File: config.mk
export PLATFORM = sky130hd
export DESIGN_NAME = window_change_trigger_top
export DESIGN_NICKNAME = d
export VERILOG_FILES = /design/src/rtl/core/wct_pkg.sv /design/src/rtl/core/wct_ring.sv /design/src/rtl/core/wct_divider.sv /design/src/rtl/core/window_change_trigger_top.sv
export SDC_FILE = /design/constraint.sdc
export NUM_CORES = 1
export LEC_CHECK = 0
export BUFFER_PORTS_ARGS = -buffer_cell sky130_fd_sc_hd__buf_2
export CAP_MARGIN = 10
export CORE_ASPECT_RATIO = 1.2
export CORE_MARGIN = 2
export CORE_UTILIZATION = 51
export CTS_CLUSTER_DIAMETER = 150
export CTS_CLUSTER_SIZE = 12
export DETAILED_ROUTE_END_ITERATION = 12
export GPL_TIMING_DRIVEN = 0
export PLACE_DENSITY_LB_ADDON = 0.2
export SYNTH_ARGS = -nofsm -noshare
export SYNTH_HDL_FRONTEND = slang
export SYNTH_SLANG_ARGS = --single-unit
File: constraint.sdc
create_clock -name clock -period 6.2 [get_ports clock]
set_input_delay 0.31 -clock clock [delete_from_list [all_inputs] [get_ports clock]]
set_output_delay 0.31 -clock clock [all_outputs]
set_load 0.01 [all_outputs]
File: src/rtl/core/wct_pkg.sv
// ----------------------------------------------------------------------------
// wct_pkg : shared types and constants for the window change trigger
// Sample widths, register codes, sequencer states and mean phases.
// ----------------------------------------------------------------------------
package wct_pkg;

   localparam int WCT_WINDOW_LEN   = 8;
   localparam int WCT_SAMPLE_W     = 16;
   localparam int WCT_PCT_W        = 10;
   localparam int WCT_DIR_W        = 2;
   localparam int WCT_PCT_SCALE    = 100;
   localparam int WCT_CSR_INDEX_W  = 2;
   localparam int WCT_CSR_DATA_W   = 10;

   localparam logic [WCT_CSR_INDEX_W-1:0] CSR_DIRECTION = 2'd0;
   localparam logic [WCT_CSR_INDEX_W-1:0] CSR_PERCENT   = 2'd1;

   localparam logic [WCT_DIR_W-1:0] DIR_EITHER = 2'b00;
   localparam logic [WCT_DIR_W-1:0] DIR_RISING = 2'b01;

   localparam logic [WCT_DIR_W-1:0] DIR_RESET = DIR_EITHER;
   localparam logic [WCT_PCT_W-1:0] PCT_RESET = 10'd10;

   typedef enum logic [3:0] {
      ST_IDLE,
      ST_READ,
      ST_DRAIN,
      ST_OFFSET,
      ST_LAUNCH,
      ST_DIVIDE,
      ST_PRODUCT,
      ST_COMPARE,
      ST_FINISH
   } wct_state_type;

   typedef enum logic [1:0] {
      PH_WINDOW,
      PH_OLDER,
      PH_NEWER
   } wct_phase_type;

endpackage

File: src/rtl/core/wct_ring.sv
// ----------------------------------------------------------------------------
// wct_ring : sample ring storage
// One write port and one read port with registered read data.
// ----------------------------------------------------------------------------
module wct_ring #(
   parameter int DEPTH  = wct_pkg::WCT_WINDOW_LEN,
   parameter int ADDR_W = 3
) (
   input  logic                            clock,
   input  logic                            wr_en,
   input  logic [ADDR_W-1:0]               wr_addr,
   input  logic [wct_pkg::WCT_SAMPLE_W-1:0] wr_data,
   input  logic                            rd_en,
   input  logic [ADDR_W-1:0]               rd_addr,
   output logic [wct_pkg::WCT_SAMPLE_W-1:0] rd_data
);
   import wct_pkg::*;

   logic [WCT_SAMPLE_W-1:0] ring_mem [DEPTH];
   logic [WCT_SAMPLE_W-1:0] rd_data_ff;

   always_ff @(posedge clock) begin
      if (wr_en) begin
         ring_mem[wr_addr] <= wr_data;
      end
   end

   always_ff @(posedge clock) begin
      if (rd_en) begin
         rd_data_ff <= ring_mem[rd_addr];
      end
   end

   assign rd_data = rd_data_ff;

endmodule

File: src/rtl/core/wct_divider.sv
// ----------------------------------------------------------------------------
// wct_divider : divider by a fixed count
// Quotient of an offset sum by one of the fixed window counts, taken as the
// product with a scaled reciprocal shifted down by SHIFT. Exact for every
// dividend of DIVIDEND_W bits when SHIFT covers the dividend and count widths.
// The quotient is ready in the cycle after start, flagged by done.
// ----------------------------------------------------------------------------
module wct_divider #(
   parameter int DIVIDEND_W = 20,
   parameter int RECIP_W    = 25,
   parameter int SHIFT      = 24,
   parameter int QUOT_W     = wct_pkg::WCT_SAMPLE_W
) (
   input  logic                  clock,
   input  logic                  reset,
   input  logic                  start,
   input  logic [DIVIDEND_W-1:0] dividend,
   input  logic [RECIP_W-1:0]    recip,
   output logic                  done,
   output logic [QUOT_W-1:0]     quotient
);
   localparam int PROD_W = DIVIDEND_W + RECIP_W;

   logic [PROD_W-1:0] prod_ff;
   logic              done_ff;

   always_ff @(posedge clock) begin
      if (reset) begin
         done_ff <= 1'b0;
      end else begin
         done_ff <= start;
      end
   end

   always_ff @(posedge clock) begin
      if (start) begin
         prod_ff <= PROD_W'(dividend) * PROD_W'(recip);
      end
   end

   assign done     = done_ff;
   assign quotient = prod_ff[SHIFT +: QUOT_W];

endmodule

File: src/rtl/core/window_change_trigger_top.sv
// ----------------------------------------------------------------------------
// window_change_trigger_top : moving window step change detector
// Each request beat appends one sample to a ring of the last WINDOW_LEN
// samples; each response beat gives the fill flag, the window average, the
// older and newer half averages and the change trigger.
//
// Request channel req_*: valid/stall, one sample per beat. Stall stays high
// from acceptance until the result has moved into the response register.
// Response channel rsp_*: valid/stall, exactly one beat per request beat.
// A stalled response holds; the next request is taken meanwhile and its
// result waits in the sequencer until the response register frees.
// Register port csr_*: index 0 direction, index 1 percent threshold; ready
// is high outside reset. Write only while idle.
// Sequence: while filling, one read of ring slot 0, then the response. Once
// full, WINDOW_LEN + 1 reads of the single ring read port, then three mean
// passes (offset, launch, divide) through the shared reciprocal multiplier
// plus a product and compare step. A new request is taken the cycle after
// the response loads.
// Reset (synchronous): window empty, direction 0, threshold 10 percent.
// ----------------------------------------------------------------------------
module window_change_trigger_top #(
   parameter int WINDOW_LEN = wct_pkg::WCT_WINDOW_LEN
) (
   input  logic                               clock,
   input  logic                               reset,
   input  logic                               req_valid,
   output logic                               req_stall,
   input  logic [wct_pkg::WCT_SAMPLE_W-1:0]    req_sample,
   output logic                               rsp_valid,
   input  logic                               rsp_stall,
   output logic                               rsp_window_full,
   output logic [wct_pkg::WCT_SAMPLE_W-1:0]    rsp_window_average,
   output logic [wct_pkg::WCT_SAMPLE_W-1:0]    rsp_older_half_average,
   output logic [wct_pkg::WCT_SAMPLE_W-1:0]    rsp_newer_half_average,
   output logic                               rsp_triggered,
   input  logic                               csr_valid,
   output logic                               csr_ready,
   input  logic [wct_pkg::WCT_CSR_INDEX_W-1:0] csr_index,
   input  logic [wct_pkg::WCT_CSR_DATA_W-1:0]  csr_data
);
   import wct_pkg::*;

   localparam int ADDR_W    = $clog2(WINDOW_LEN);
   localparam int CNT_W     = $clog2(WINDOW_LEN + 1);
   localparam int HALF_LEN  = WINDOW_LEN / 2;
   localparam int NEWER_LEN = WINDOW_LEN - HALF_LEN;
   localparam int SUM_W     = WCT_SAMPLE_W + CNT_W;
   localparam int PROD_W    = WCT_SAMPLE_W + WCT_PCT_W;
   localparam int SHIFT     = SUM_W + CNT_W;
   localparam int RECIP_W   = SHIFT + 1;
   localparam logic [ADDR_W-1:0] LAST_SLOT = ADDR_W'(WINDOW_LEN - 1);
   localparam logic [RECIP_W-1:0] RECIP_WINDOW =
      RECIP_W'((64'd1 << SHIFT) / WINDOW_LEN + 1);
   localparam logic [RECIP_W-1:0] RECIP_OLDER =
      RECIP_W'((64'd1 << SHIFT) / HALF_LEN + 1);
   localparam logic [RECIP_W-1:0] RECIP_NEWER =
      RECIP_W'((64'd1 << SHIFT) / NEWER_LEN + 1);

   function automatic logic [ADDR_W-1:0] slot_inc(input logic [ADDR_W-1:0] s);
      return (s == LAST_SLOT) ? '0 : s + 1'b1;
   endfunction

   wct_state_type state_ff, state_in;
   wct_phase_type phase_ff;

   logic [ADDR_W-1:0]       write_slot_ff, oldest_slot_ff, oldest_slot_in, ptr_ff;
   logic [CNT_W-1:0]        fill_count_ff, fill_count_in;
   logic                    full_ff, full_in, fill_room;
   logic [WCT_DIR_W-1:0]    direction_ff;
   logic [WCT_PCT_W-1:0]    percent_ff;
   logic [CNT_W-1:0]        iss_ff, last_ff, didx_ff;
   logic                    dv_ff;
   logic [SUM_W-1:0]        sum_old_ff, sum_new_ff;
   logic [WCT_SAMPLE_W-1:0] base0_ff, base_old_ff, base_new_ff;
   logic [SUM_W:0]          off_ff, off_in, off_neg;
   logic [SUM_W-1:0]        off_mag, tsel, cbase;
   logic                    neg_ff;
   logic [WCT_SAMPLE_W-1:0] bsel, mean_in;
   logic [CNT_W-1:0]        csel;
   logic [RECIP_W-1:0]      rsel;
   logic [WCT_SAMPLE_W-1:0] avg_ff, older_ff, newer_ff;
   logic [WCT_SAMPLE_W:0]   delta, delta_neg;
   logic [WCT_SAMPLE_W-1:0] dmag;
   logic [PROD_W-1:0]       lprod_ff, rprod_ff;
   logic                    fall_ff, rise_ff, trig_ff, trig_in, ge;
   logic                    rsp_valid_ff, rsp_full_ff, rsp_trig_ff;
   logic [WCT_SAMPLE_W-1:0] rsp_avg_ff, rsp_older_ff, rsp_newer_ff;

   logic                    accept, rd_en, div_start, load_rsp;
   logic                    div_done;
   logic [ADDR_W-1:0]       rd_addr;
   logic [WCT_SAMPLE_W-1:0] rd_data, div_quot;

   assign req_stall = reset || (state_ff != ST_IDLE);
   assign csr_ready = !reset;
   assign accept    = req_valid && !req_stall;

   // ring bookkeeping for the incoming sample
   assign fill_room      = fill_count_ff < CNT_W'(WINDOW_LEN);
   assign fill_count_in  = fill_room ? fill_count_ff + 1'b1 : fill_count_ff;
   assign oldest_slot_in = fill_room ? oldest_slot_ff : slot_inc(oldest_slot_ff);
   assign full_in        = fill_count_in == CNT_W'(WINDOW_LEN);

   wct_ring #(
      .DEPTH  (WINDOW_LEN),
      .ADDR_W (ADDR_W)
   ) u_ring (
      .clock   (clock),
      .wr_en   (accept),
      .wr_addr (write_slot_ff),
      .wr_data (req_sample),
      .rd_en   (rd_en),
      .rd_addr (rd_addr),
      .rd_data (rd_data)
   );

   wct_divider #(
      .DIVIDEND_W (SUM_W),
      .RECIP_W    (RECIP_W),
      .SHIFT      (SHIFT),
      .QUOT_W     (WCT_SAMPLE_W)
   ) u_divider (
      .clock    (clock),
      .reset    (reset),
      .start    (div_start),
      .dividend (off_mag),
      .recip    (rsel),
      .done     (div_done),
      .quotient (div_quot)
   );

   always_ff @(posedge clock) begin
      if (reset) begin
         state_ff <= ST_IDLE;
      end else begin
         state_ff <= state_in;
      end
   end

   always_comb begin
      state_in  = state_ff;
      rd_en     = 1'b0;
      div_start = 1'b0;
      load_rsp  = 1'b0;
      case (state_ff)
         ST_IDLE: begin
            if (accept) state_in = ST_READ;
         end
         ST_READ: begin
            rd_en = 1'b1;
            if (iss_ff == last_ff) state_in = ST_DRAIN;
         end
         ST_DRAIN: begin
            state_in = full_ff ? ST_OFFSET : ST_FINISH;
         end
         ST_OFFSET: begin
            state_in = ST_LAUNCH;
         end
         ST_LAUNCH: begin
            div_start = 1'b1;
            state_in  = ST_DIVIDE;
         end
         ST_DIVIDE: begin
            if (div_done) state_in = (phase_ff == PH_NEWER) ? ST_PRODUCT : ST_OFFSET;
         end
         ST_PRODUCT: begin
            state_in = ST_COMPARE;
         end
         ST_COMPARE: begin
            state_in = ST_FINISH;
         end
         ST_FINISH: begin
            if (!rsp_valid_ff || !rsp_stall) begin
               load_rsp = 1'b1;
               state_in = ST_IDLE;
            end
         end
         default: state_in = ST_IDLE;
      endcase
   end

   assign rd_addr = (iss_ff == '0) ? '0 : ptr_ff;

   // control state: ring pointers, registers, read pipeline flag
   always_ff @(posedge clock) begin
      if (reset) begin
         write_slot_ff  <= '0;
         oldest_slot_ff <= '0;
         fill_count_ff  <= '0;
         direction_ff   <= DIR_RESET;
         percent_ff     <= PCT_RESET;
         dv_ff          <= 1'b0;
      end else begin
         dv_ff <= rd_en;
         if (accept) begin
            write_slot_ff  <= slot_inc(write_slot_ff);
            oldest_slot_ff <= oldest_slot_in;
            fill_count_ff  <= fill_count_in;
         end
         if (csr_valid && csr_ready) begin
            case (csr_index)
               CSR_DIRECTION: direction_ff <= csr_data[WCT_DIR_W-1:0];
               CSR_PERCENT:   percent_ff   <= csr_data[WCT_PCT_W-1:0];
               default: ;
            endcase
         end
      end
   end

   // read sequence: slot 0 first, then the window from the oldest sample
   always_ff @(posedge clock) begin
      didx_ff <= iss_ff;
      if (accept) begin
         iss_ff     <= '0;
         last_ff    <= full_in ? CNT_W'(WINDOW_LEN) : '0;
         ptr_ff     <= oldest_slot_in;
         full_ff    <= full_in;
         phase_ff   <= PH_WINDOW;
         sum_old_ff <= '0;
         sum_new_ff <= '0;
      end else begin
         if (rd_en) begin
            iss_ff <= iss_ff + 1'b1;
            if (iss_ff != '0) ptr_ff <= slot_inc(ptr_ff);
         end
         if (dv_ff) begin
            if (didx_ff == '0) begin
               base0_ff <= rd_data;
            end else if (didx_ff <= CNT_W'(HALF_LEN)) begin
               sum_old_ff <= sum_old_ff + SUM_W'(rd_data);
               if (didx_ff == CNT_W'(1)) base_old_ff <= rd_data;
            end else begin
               sum_new_ff <= sum_new_ff + SUM_W'(rd_data);
               if (didx_ff == CNT_W'(HALF_LEN + 1)) base_new_ff <= rd_data;
            end
         end
         if (state_ff == ST_DIVIDE && div_done) begin
            case (phase_ff)
               PH_WINDOW: phase_ff <= PH_OLDER;
               PH_OLDER:  phase_ff <= PH_NEWER;
               default:   phase_ff <= PH_NEWER;
            endcase
         end
      end
   end

   // offset sum of the current mean: raw sum less count times baseline
   always_comb begin
      case (phase_ff)
         PH_WINDOW: begin
            tsel = sum_old_ff + sum_new_ff;
            bsel = base0_ff;
            csel = CNT_W'(WINDOW_LEN);
            rsel = RECIP_WINDOW;
         end
         PH_OLDER: begin
            tsel = sum_old_ff;
            bsel = base_old_ff;
            csel = CNT_W'(HALF_LEN);
            rsel = RECIP_OLDER;
         end
         default: begin
            tsel = sum_new_ff;
            bsel = base_new_ff;
            csel = CNT_W'(NEWER_LEN);
            rsel = RECIP_NEWER;
         end
      endcase
   end

   assign cbase   = SUM_W'(csel) * SUM_W'(bsel);
   assign off_in  = {1'b0, tsel} - {1'b0, cbase};
   assign off_neg = '0 - off_ff;
   assign off_mag = off_ff[SUM_W] ? off_neg[SUM_W-1:0] : off_ff[SUM_W-1:0];
   assign mean_in = bsel + (neg_ff ? (~div_quot + 1'b1) : div_quot);

   assign delta     = {1'b0, newer_ff} - {1'b0, older_ff};
   assign delta_neg = '0 - delta;
   assign dmag      = delta[WCT_SAMPLE_W] ? delta_neg[WCT_SAMPLE_W-1:0]
                                          : delta[WCT_SAMPLE_W-1:0];
   assign ge        = lprod_ff >= rprod_ff;

   always_comb begin
      case (direction_ff)
         DIR_EITHER: trig_in = ge;
         DIR_RISING: trig_in = ge && rise_ff;
         default:    trig_in = ge && fall_ff;
      endcase
   end

   always_ff @(posedge clock) begin
      if (state_ff == ST_OFFSET) off_ff <= off_in;
      if (div_start) neg_ff <= off_ff[SUM_W];
      if (state_ff == ST_DIVIDE && div_done) begin
         case (phase_ff)
            PH_WINDOW: avg_ff   <= mean_in;
            PH_OLDER:  older_ff <= mean_in;
            default:   newer_ff <= mean_in;
         endcase
      end
      if (state_ff == ST_PRODUCT) begin
         lprod_ff <= PROD_W'(dmag) * PROD_W'(WCT_PCT_SCALE);
         rprod_ff <= PROD_W'(older_ff) * PROD_W'(percent_ff);
         fall_ff  <= delta[WCT_SAMPLE_W];
         rise_ff  <= !delta[WCT_SAMPLE_W] && (delta != '0);
      end
      if (state_ff == ST_COMPARE) trig_ff <= trig_in;
   end

   // response register
   always_ff @(posedge clock) begin
      if (reset) begin
         rsp_valid_ff <= 1'b0;
      end else if (load_rsp) begin
         rsp_valid_ff <= 1'b1;
      end else if (!rsp_stall) begin
         rsp_valid_ff <= 1'b0;
      end
   end

   always_ff @(posedge clock) begin
      if (load_rsp) begin
         rsp_full_ff  <= full_ff;
         rsp_avg_ff   <= full_ff ? avg_ff : base0_ff;
         rsp_older_ff <= full_ff ? older_ff : '0;
         rsp_newer_ff <= full_ff ? newer_ff : '0;
         rsp_trig_ff  <= full_ff && trig_ff;
      end
   end

   assign rsp_valid              = rsp_valid_ff;
   assign rsp_window_full        = rsp_full_ff;
   assign rsp_window_average     = rsp_avg_ff;
   assign rsp_older_half_average = rsp_older_ff;
   assign rsp_newer_half_average = rsp_newer_ff;
   assign rsp_triggered          = rsp_trig_ff;

   a_trig_needs_full: assert property (@(posedge clock) disable iff (reset)
      rsp_valid && rsp_triggered |-> rsp_window_full)
      else $error("trigger reported before window full");

   a_halves_zero_filling: assert property (@(posedge clock) disable iff (reset)
      rsp_valid && !rsp_window_full |->
         rsp_older_half_average == '0 && rsp_newer_half_average == '0)
      else $error("half averages non-zero while filling");

   a_full_ring_aligned: assert property (@(posedge clock) disable iff (reset)
      fill_count_ff == CNT_W'(WINDOW_LEN) |-> oldest_slot_ff == write_slot_ff)
      else $error("oldest and write slot disagree on a full ring");

   a_div_start_idle: assert property (@(posedge clock) disable iff (reset)
      div_start |-> !div_done)
      else $error("divider restarted before its quotient was taken");

endmodule
**Word-level counts from Yosys, hierarchy flattened**

Memories as Yosys holds them, arrays and structs flattened. A register that Yosys moved wholly into a read port is not among the register bits.
Index checks and enable logic that the tools add are counted.

- $add $sub $neg: 14
- Multipliers: 4
- Order comparisons: 3
- Equality and inequality tests: 24
- Mux-type cells: 35
- Bitwise gates (word level): 5
- Reductions and logical operators: 38

Operators with widths:

| kind | number |
|---|---|
| 16-bit two-way mux | 3 |
| 20-bit by 16-bit adder with 20-bit output | 2 |
| 20-bit by 23-bit multiplier with 40-bit output | 1 |
| 20-bit one-hot mux with 2 select lines | 1 |
| 4-bit one-hot mux with 9 select lines | 1 |
| 4-bit two-way mux | 8 |
| 16-bit one-hot mux with 2 select lines | 1 |
| 3-bit two-way mux | 9 |
| 23-bit by 26-bit >= comparator with 1-bit output | 1 |
| 16-bit by 10-bit multiplier with 26-bit output | 1 |
| 23-bit two-way mux | 1 |
| 16-bit by 5-bit multiplier with 21-bit output (second input constant) | 1 |
| 20-bit by 20-bit subtractor with 21-bit output | 1 |
| 20-bit adder | 1 |
| 4-bit by 3-bit equality test with 1-bit output (second input constant) | 5 |
| 4-bit by 16-bit multiplier with 20-bit output | 1 |
| 20-bit two-way mux | 1 |
| 1-bit by 20-bit subtractor with 20-bit output (first input constant) | 1 |
| 17-bit nonzero test | 1 |
| 16-bit by 16-bit subtractor with 17-bit output | 1 |
| 16-bit by 1-bit adder with 16-bit output (second input constant) | 1 |
| 16-bit adder | 1 |
| 16-bit inverter | 1 |
| 1-bit by 16-bit subtractor with 16-bit output (first input constant) | 1 |
| 29 further kinds | 77 |

- Flip-flop bits (word level): 345
- Memory bits (writable): 128
- Input bits: 33
- Output and inout bits: 53
- Memories: 1

Memories:

| name | depth | bits a word | read ports | clocked after memory_dff | write ports | line | source |
|---|---|---|---|---|---|---|---|
| u_ring.ring_mem | 8 | 16 | 1 | 1 | 1 | wct_ring.sv:19 | `logic [WCT_SAMPLE_W-1:0] ring_mem [DEPTH];` |

**Longest topological paths before layout**

Gate-level depths: netlist of the first run.

- Depth after elaboration: 6
- Depth in mapped cells: 28

**Cells and area by module**

A second synthesis of the first run with hierarchy kept.

- Cell total of the unflattened synthesis: 4367
- Area, all modules: 44701.6 sq um

Modules (own cells, without submodules):

| module | instances | cells each | area an instance (sq um) | sequential area each (sq um) |
|---|---|---|---|---|
| window_change_trigger_top | 1 | 2483 | 23996.8 | 8227.9 |
| wct_divider | 1 | 1670 | 15250.9 | 500.5 |
| wct_ring | 1 | 214 | 5454.0 | 4324.1 |

**Least setup slack after synthesis of the first run**

Ideal clock, no wire load.

- Path type: register -> register
- From: register older_ff[1]
- To: register lprod_ff[22], data pin
- Setup time: 258 ps
- Data arrival time: 5789 ps
- Data required time: 5942 ps
- Path slack: 153 ps
- Stages on the path, launching flop included: 28
- Buffers on the path: 2
- Path through: edfxtp_1 clkbuf_1 inv_1 fa_1 a211o_1 a21bo_2 nand3_1 a21oi_1 a311o_1 buf_2 inv_2 nand2_1 xnor2_1 ha_1 ha_1 inv_1 fa_1 inv_1 ha_1 a21o_1 a21oi_1 nor2b_1 o41ai_1 o21ai_0 o41ai_2 o2111ai_1 a21oi_1 xnor2_1

- Elaborated cells on any way between the ends: 4

RTL lines:

| what | line | source |
|---|---|---|
| start, declared | window_change_trigger_top.sv:81 | `logic [WCT_SAMPLE_W-1:0] avg_ff, older_ff, newer_ff;` |
| start signal, assigned | window_change_trigger_top.sv:297 | `PH_OLDER: older_ff <= mean_in;` |
| 16-bit by 16-bit subtractor with 17-bit output | window_change_trigger_top.sv:277 | `assign delta = {1'b0, newer_ff} - {1'b0, older_ff};` |
| named net delta[16] | window_change_trigger_top.sv:82 | `logic [WCT_SAMPLE_W:0] delta, delta_neg;` |
| 16-bit two-way mux | window_change_trigger_top.sv:279 | `assign dmag = delta[WCT_SAMPLE_W] ? delta_neg[WCT_SAMPLE_W-1:0]` |
| 16-bit by 5-bit multiplier with 21-bit output | window_change_trigger_top.sv:302 | `lprod_ff <= PROD_W'(dmag) * PROD_W'(WCT_PCT_SCALE);` |
| end signal, assigned | window_change_trigger_top.sv:302 |  |
| end, declared | window_change_trigger_top.sv:84 | `logic [PROD_W-1:0] lprod_ff, rprod_ff;` |

The timed path passes the listed nets, and every way through them passes these cells.
A chain may end at the register's enable or synchronous reset.

**Final worst setup path of the first run**

- From: register older_ff[6]
- To: register rprod_ff[22], data pin

- Cells in the longest elaborated chain, start to end: 1

RTL lines:

| what | line | source |
|---|---|---|
| 16-bit by 10-bit multiplier with 26-bit output | window_change_trigger_top.sv:303 | `rprod_ff <= PROD_W'(older_ff) * PROD_W'(percent_ff);` |
| end signal, assigned | window_change_trigger_top.sv:303 |  |
| end, declared | window_change_trigger_top.sv:84 |  |

No other way between the ends.

==> impl_metrics.csv, run 1 <==
group,metric,value,unit
synth,ys_async_sr_fraction,0,%
timing,fin_crit,6.11,ns
grt,grt-ovfl-total,0,
timing,setup_viol,0,
critical_path,cp_data_required_time,6.53,ns
critical_path,cp.arrival,6.45,ns
layout,multi_input_area,16800,um2
grt,grt_pass1_vias,22800,
layout,regArea,13100,um2
timing,setup_slack,0.0890,ns
placed_design,io_buffers,84,
clock_tree,path_clk_slew,0.07,ns
timing,period_share,98.6,%
run_status,status,"complete, no violations",
layout,antenna_cells_inserted,0,
critical_path,crit_path_cell_trace,"clkbuf_8, buf_4, and2_1, fa_1, fa_1, fa_1, fa_1, inv_1, fa_1, inv_1, ha_2, inv_1, nor2_1, a31oi_1, a211o_1, or3_4, nand3b_1, and3_1, xor2_1",
critical_path,crit_family,"adder cells",
clock_tree,numCtsBuffers,44,
timing,finalClockSkew,0.0437,ns
critical_path,path_common_cell,"fa_1",
route,num_vias,22600,
clock_tree,cts_sinks,460,
synth,synth-edff-count,381,
critical_path,cp_slowest_cell,"fa_1",
route,drc,0,
grt,grt_max_degree,34,
layout,drive_gt1_share,11.3,%
floorplan,boundaryPins,86,
synth,syn_inst,2911,
clock_tree,root_buffer,"clkbuf_16",
placed_design,gp_congestion,0.952,
critical_path,crit_fanout,6,
floorplan,initial_utilization,51.7,%
synth,synthFlopType,"edfxtp_1",
timing,finalHoldViolCount,0,
synth,synthTopCellsByArea,"edfxtp_1, ha_1, fa_1, dfxtp_1, xnor2_1",
floorplan,dieArea,62600,um2
synth,synth-seq-cells,460,
critical_path,start_kind,"flop",
placed_design,dp_hpwl,62700,um
clock_tree,clk_path_buf_depth,3,
synth,seq_area_frac_synth,42.1,%
grt,grt.total_usage,25.8,%
route,drt-total-wl,81300,um
critical_path,end_kind,"flop",
route,routed_via_density,5.69,
layout,layout.nets,3588,
floorplan,rows,98,
placed_design,place_area,32700,um2
clock_tree,tritoncts,"yes",
timing,worst_pin_slew,1.11,ns
grt,grt_first_pass_wirelength,125000,um
route,first_pass_iters,7,
floorplan,fp.dieH,274,um
power,cellPowerDensity,274,nW/um2
route,ant_nets,0,
layout,areaGrowthSynthToFinish,13.1,%
placed_design,dp_worst_setup_slack,-1.20,ns
grt,antenna_found_initial,0,
synth,avgSynthCellArea,10.6,um2
synth,yosysWarnings,0,
timing,setup_tns,0,ns
hold_path,hold_path.class,"primary input to flop",
critical_path,worst-setup-path-type,"flop to flop",
critical_path,cpPeakStageDelay,0.54,ns
synth,synthesis.area,30900,um2
timing,rsz0062_at_grt,"true",
synth,synth_top_cell_area_share,37.0,%
timing,maxSlewViolCount,0,
route,wl_per_cell,20.5,um
job,cap_violations,0,
layout,final.fill_count,5075,
synth,synth_top_cell_by_area,"edfxtp_1",
floorplan,coreArea,59800,um2
power,power.leakage,14.8,nW
synth,synth_cell_types,93,
layout,final_area,35000,um2
critical_path,crit_buf_inv,5,
clock_tree,clock_latency,0.62,ns
timing,fmax,164,MHz
floorplan,die_w,229,um
clock_tree,cts_max_level,2,
power,ir_drop,0.238,mV
route,drt-initial-drc-count,1524,
timing,slew_headroom,25.1,%
## power breakdown
| group | switching [mW] | total [mW] | internal (mW) |
|---|---|---|---|
| Combinational | 1.77 | 3.02 | 1.25 |
| Sequential | 0.265 | 3.96 | 3.70 |
| Clock | 1.23 | 2.59 | 1.36 |
## repair_timing
action / in CTS / in global routing
gates resized for setup: 104 / 21
hold endpoints to repair: 138 / 0
gates cloned: 0 / 0
setup endpoints to repair: 17 / 9
pin swaps: 19 / 14
buffers inserted: 27 / 7
hold buffers: 27 / 0
## sequential cells by signal (all words and copies together) (netlist names), 20 cells and up
| signal | flops |
|---|---|
| rprod_ff | 26 |
| off_ff | 20 |
| lprod_ff | 21 |
| sum_old_ff | 20 |
| u_ring.ring_mem | 128 |
| sum_new_ff | 20 |
## per-layer routing
metal / global-route usage [%] / vias to the layer above / routed length [um]
li1: - / 10700 / -
met1: 29.4 / 11000 / 31300
met2: 47.9 / 668 / 42200
met3: 3.20 / 194 / 3500
met4: 12.7 / 0 / 4350
met5: 0 / - / 0
## cell type report
| cell class | count | area share, % |
|---|---|---|
| Timing Repair Buffer | 165 | 3.32 |
| Tap cell | 800 | 2.86 |
| Clock inverter | 4 | 0.254 |
| Buffer | 92 | 1.57 |
| Sequential cell | 460 | 37.3 |
| Multi-Input combinational cell | 2071 | 48.0 |
| Clock buffer | 78 | 3.51 |
| Inverter | 299 | 3.22 |
## placed cells by master (no fill, tap or decap), types with 20 or more instances in the layout
cell type      netlist  layout
a21o_1              36      36
a21oi_1            193     189
a31oi_1             23      23
and2_1             109     109
and3_1              20      20
buf_2                2      85
buf_4                0      43
clkbuf_1            81      88
clkbuf_16            0      44
dfxtp_1             79      70
dlygate4sd3_1        0      27
edfxtp_1           381     381
fa_1               128     125
ha_1               294     286
inv_1              296     296
mux2_2              31      31
mux2i_1             45      45
nand2_1            281     280
nand3_1             34      33
nor2_1             169     164
nor2b_1             26      25
nor3_1              53      46
o21a_1              24      24
o21ai_0            119     115
xnor2_1            129     123
xor2_1              56      53
## path summary, 6_finish.rpt
kind	startpoint	endpoint	slack, ns	cells after the start
setup / recovery	older_ff[6]	rprod_ff[22]	0.09	19
hold / removal	rsp_stall	rsp_valid	0.05	3
setup reg to reg	older_ff[6]	rprod_ff[22]	0.09	19
hold reg to reg	iss_ff[1]	didx_ff[1]	0.40	0
## Yosys cell counts (all sizes together), types with 11 or more instances
| cell type | n |
|---|---|
| edfxtp | 381 |
| inv | 297 |
| ha | 294 |
| nand2 | 281 |
| a21oi | 196 |
| nor2 | 170 |
| xnor2 | 129 |
| fa | 128 |
| o21ai | 123 |
| and2 | 109 |
| clkbuf | 82 |
| dfxtp | 79 |
| xor2 | 56 |
| nor3 | 53 |
| mux2i | 45 |
| a21o | 36 |
| nand3 | 34 |
| mux2 | 31 |
| nor2b | 26 |
| o21a | 24 |
| a31oi | 23 |
| and3 | 21 |
| o22ai | 20 |
| or3 | 20 |
| a211oi | 18 |
| mux4 | 16 |
| nand2b | 16 |
| buf | 13 |
| o211ai | 13 |
| nor3b | 12 |
| o41ai | 12 |
| nor4 | 11 |
| o21bai | 11 |
| o31ai | 11 |
## metrics by stage
stage | hold slack [ns] | cells | util, % | power (mW)
final | 0.0450 | 3969 | 58.5 | 9.57
after global routing | 0.0650 | 3969 | 58.5 | 10.1
after CTS | 0.0174 | 3962 | 58.2 | 9.62
after detailed placement | 0.386 | 3829 | 54.7 | 7.00
after global placement | 0.385 | 3809 | 54.1 | 6.90
after floorplan | 0.368 | 2925 | - | 6.12
## worst register-to-register path, stage by stage, from the launching register on
cell and delay (ns):
edfxtp_1 0.43, clkbuf_8 0.19, buf_4 0.15, and2_1 0.16, fa_1 0.51, fa_1 0.45, fa_1 0.52, fa_1 0.54
inv_1 0.05, fa_1 0.53, inv_1 0.04, ha_2 0.37, inv_1 0.08, nor2_1 0.13, a31oi_1 0.16, a211o_1 0.36
or3_4 0.40, nand3b_1 0.11, and3_1 0.17, xor2_1 0.48
## cell families (layout without fill, tap and decap cells)
kind of cell / Yosys count / after routing / share of synthesized area [%]
buffers and inverters: 394 / 638 / 4.85
other: 2 / 16 / 0.0243
adder cells (fa/ha/maj): 422 / 422 / 20.2
multiplexers: 92 / 92 / 3.75
XOR/XNOR: 185 / 185 / 5.24
flip-flops: 460 / 460 / 42.1
AND/OR/NAND/NOR: 797 / 797 / 12.5
AO/OA/AOI/OAI: 559 / 559 / 11.4
No activity file was read; power rests on OpenSTA's default activity.
==> inputs of run 2 (changes only) <==
==> constraint.sdc (replaced) <==
create_clock -name clock -period 7.2 [get_ports clock]
set_input_delay 0.36 -clock clock [delete_from_list [all_inputs] [get_ports clock]]
set_output_delay 0.36 -clock clock [all_outputs]
set_load 0.01 [all_outputs]
==> run 2 against run 1 <==
Compared with the run above:
- utilization is 1.3 points lower
- global-route usage is 0.27 points lower
- cell count is 1.1% lower
- largest cell class unchanged
- largest power group unchanged
==> impl_metrics.csv, run 2 (synthesis gave the netlist of run 1 again) <==
group,metric,value,unit
clock_tree,path_clk_slew,0.06,ns
placed_design,io_buffers,84,
grt,grt_pass1_vias,22600,
route,drt-initial-drc-count,1586,
critical_path,crit_buf_inv,5,
timing,maxSlewViolCount,0,
critical_path,r2r_setup_slack,0.07,ns
timing,worst_hold_slack,0.0284,ns
clock_tree,root_buffer,"clkbuf_16",
clock_tree,numCtsBuffers,44,
job,cap_violations,0,
floorplan,boundaryPins,86,
layout,drive_gt1_share,8.67,%
clock_tree,clock_latency,0.62,ns
power,pwr-share-seq,41.5,%
timing,finalClockSkew,0.0433,ns
clock_tree,cts_max_level,2,
run_status,status,"complete, no violations",
power,cellPowerDensity,241,nW/um2
power,p_int,5.42,mW
placed_design,placedCellCount,3829,
grt,grt.total_usage,25.6,%
placed_design,dp_hpwl,62700,um
floorplan,rows,98,
grt,grt_max_degree,34,
critical_path,cp.arrival,7.46,ns
floorplan,initial_utilization,51.7,%
power,switchingPower,2.81,mW
timing,slew_headroom,26.3,%
critical_path,crit_fanout,10,
timing,fin_crit,7.13,ns
clock_tree,clk_path_buf_depth,3,
clock_tree,tritoncts,"yes",
grt,antenna_found_initial,0,
power,p_clk_share,27.1,%
route,ant_nets,0,
critical_path,timing.rr.start,"percent_ff[4]",
floorplan,fp.dieH,274,um
timing,setup_tns,0,ns
critical_path,cp_slowest_cell,"dfxtp_1",
critical_path,crit_start,"percent_ff[4]",
route,drt-total-wl,80300,um
route,routed_via_density,5.70,
critical_path,cp_data_required_time,7.53,ns
layout,layout.nets,3543,
timing,setup_slack,0.0663,ns
critical_path,worst-setup-path-type,"flop to flop",
clock_tree,cts_sinks,460,
layout,final_cell_mix,"edfxtp_1, inv_1, ha_1, nand2_1, a21oi_1",
timing,fmax,140,MHz
layout,layout.cells.non_filler,3924,
critical_path,crit_family,"adder cells",
floorplan,die_w,229,um
layout,top_register,"u_ring.ring_mem",
placed_design,place_area,32700,um2
critical_path,start_kind,"flop",
timing,finalHoldViolCount,0,
layout,final_common_cell,"edfxtp_1",
critical_path,path_common_cell,"fa_1",
grt,grt-ovfl-total,0,
critical_path,cpPeakStageDelay,0.60,ns
timing,worst_pin_slew,1.10,ns
layout,largest_reg_flops,128,
layout,final_area,34200,um2
hold_path,hold_path.class,"primary input to flop",
power,sw_frac_of_total,34.1,%
timing,period_share,99.1,%
critical_path,end_kind,"flop",
placed_design,gp_congestion,0.952,
critical_path,crit_path_cell_trace,"clkbuf_1, and2_1, fa_1, fa_1, inv_1, fa_1, inv_1, fa_1, inv_1, fa_1, inv_1, ha_1, a21o_1, a21o_1, a21o_1, a311o_1, a211oi_1, nor2_1, a211o_1, a21oi_1, xnor2_1",
power,ir_drop,0.204,mV
floorplan,coreArea,59800,um2
grt,grt_first_pass_wirelength,124000,um
route,first_pass_iters,7,
layout,top_regs,"u_ring.ring_mem: 128 flops, rprod_ff: 26 flops, lprod_ff: 21 flops",
hold_path,hold_path_startpoint,"req_sample[3]",
power,power_frac_comb,31.4,%
placed_design,dp_worst_setup_slack,-0.202,ns
layout,antenna_cells_inserted,0,
power,power.leakage,14.4,nW
timing,setup_viol,0,
route,drc,0,
route,num_vias,22400,
floorplan,dieArea,62600,um2
route,wl_per_cell,20.5,um
layout,areaGrowthSynthToFinish,10.6,%
## run 2: area by class of cell
cell class	count	area [um2]
Tap cell	800	1000
Sequential cell	460	13000
Multi-Input combinational cell	2071	16600
Timing Repair Buffer	119	782
Inverter	299	1120
Fill cell	5150	25600
Clock inverter	4	88.8
Buffer	93	387
Clock buffer	78	1230
## run 2: per-layer routing
| metal | wire length [um] | part of all wire (%) | GRT usage [%] |
|---|---|---|---|
| met1 | 30900 | 38 | 29.5 |
| met2 | 41800 | 52 | 47.3 |
| met3 | 3850 | 4.8 | 3.19 |
| met4 | 3770 | 4.7 | 11.7 |
| met5 | 0 | 0 | 0 |
## run 2: repair_timing
item                                    in CTS  in global routing
pin swaps                                    0                  1
hold buffers                                13                  0
resized for setup                            7                 15
endpoints found under the hold margin       37                  0
buffers inserted                             0                  2
endpoints found under the setup margin       3                  6
## run 2: worst paths after layout
kind	end	cells past startpoint
worst max-delay path	rprod_ff[25]	21
worst min-delay path	u_ring.ring_mem[6][3]	1
worst max register to register	rprod_ff[25]	21
worst min register to register	didx_ff[1]	0
## run 2: power by group through the flow
stage	Sequential (mW)	Combinational [mW]	Clock, mW
2_1_floorplan	3.34	1.93	0
3_3_place_gp	3.47	2.47	0
3_5_place_dp	3.47	2.56	0
4_1_cts	3.41	2.59	2.27
5_1_grt	3.43	2.88	2.36
6_report	3.41	2.58	2.23
## run 2: per-stage QoR
step	utilization (%)	power (mW)
finish	57.1	8.23
global route	57.1	8.67
CTS	57.1	8.27
detailed placement	54.7	6.03
global placement	54.1	5.94
floorplan	-	5.27
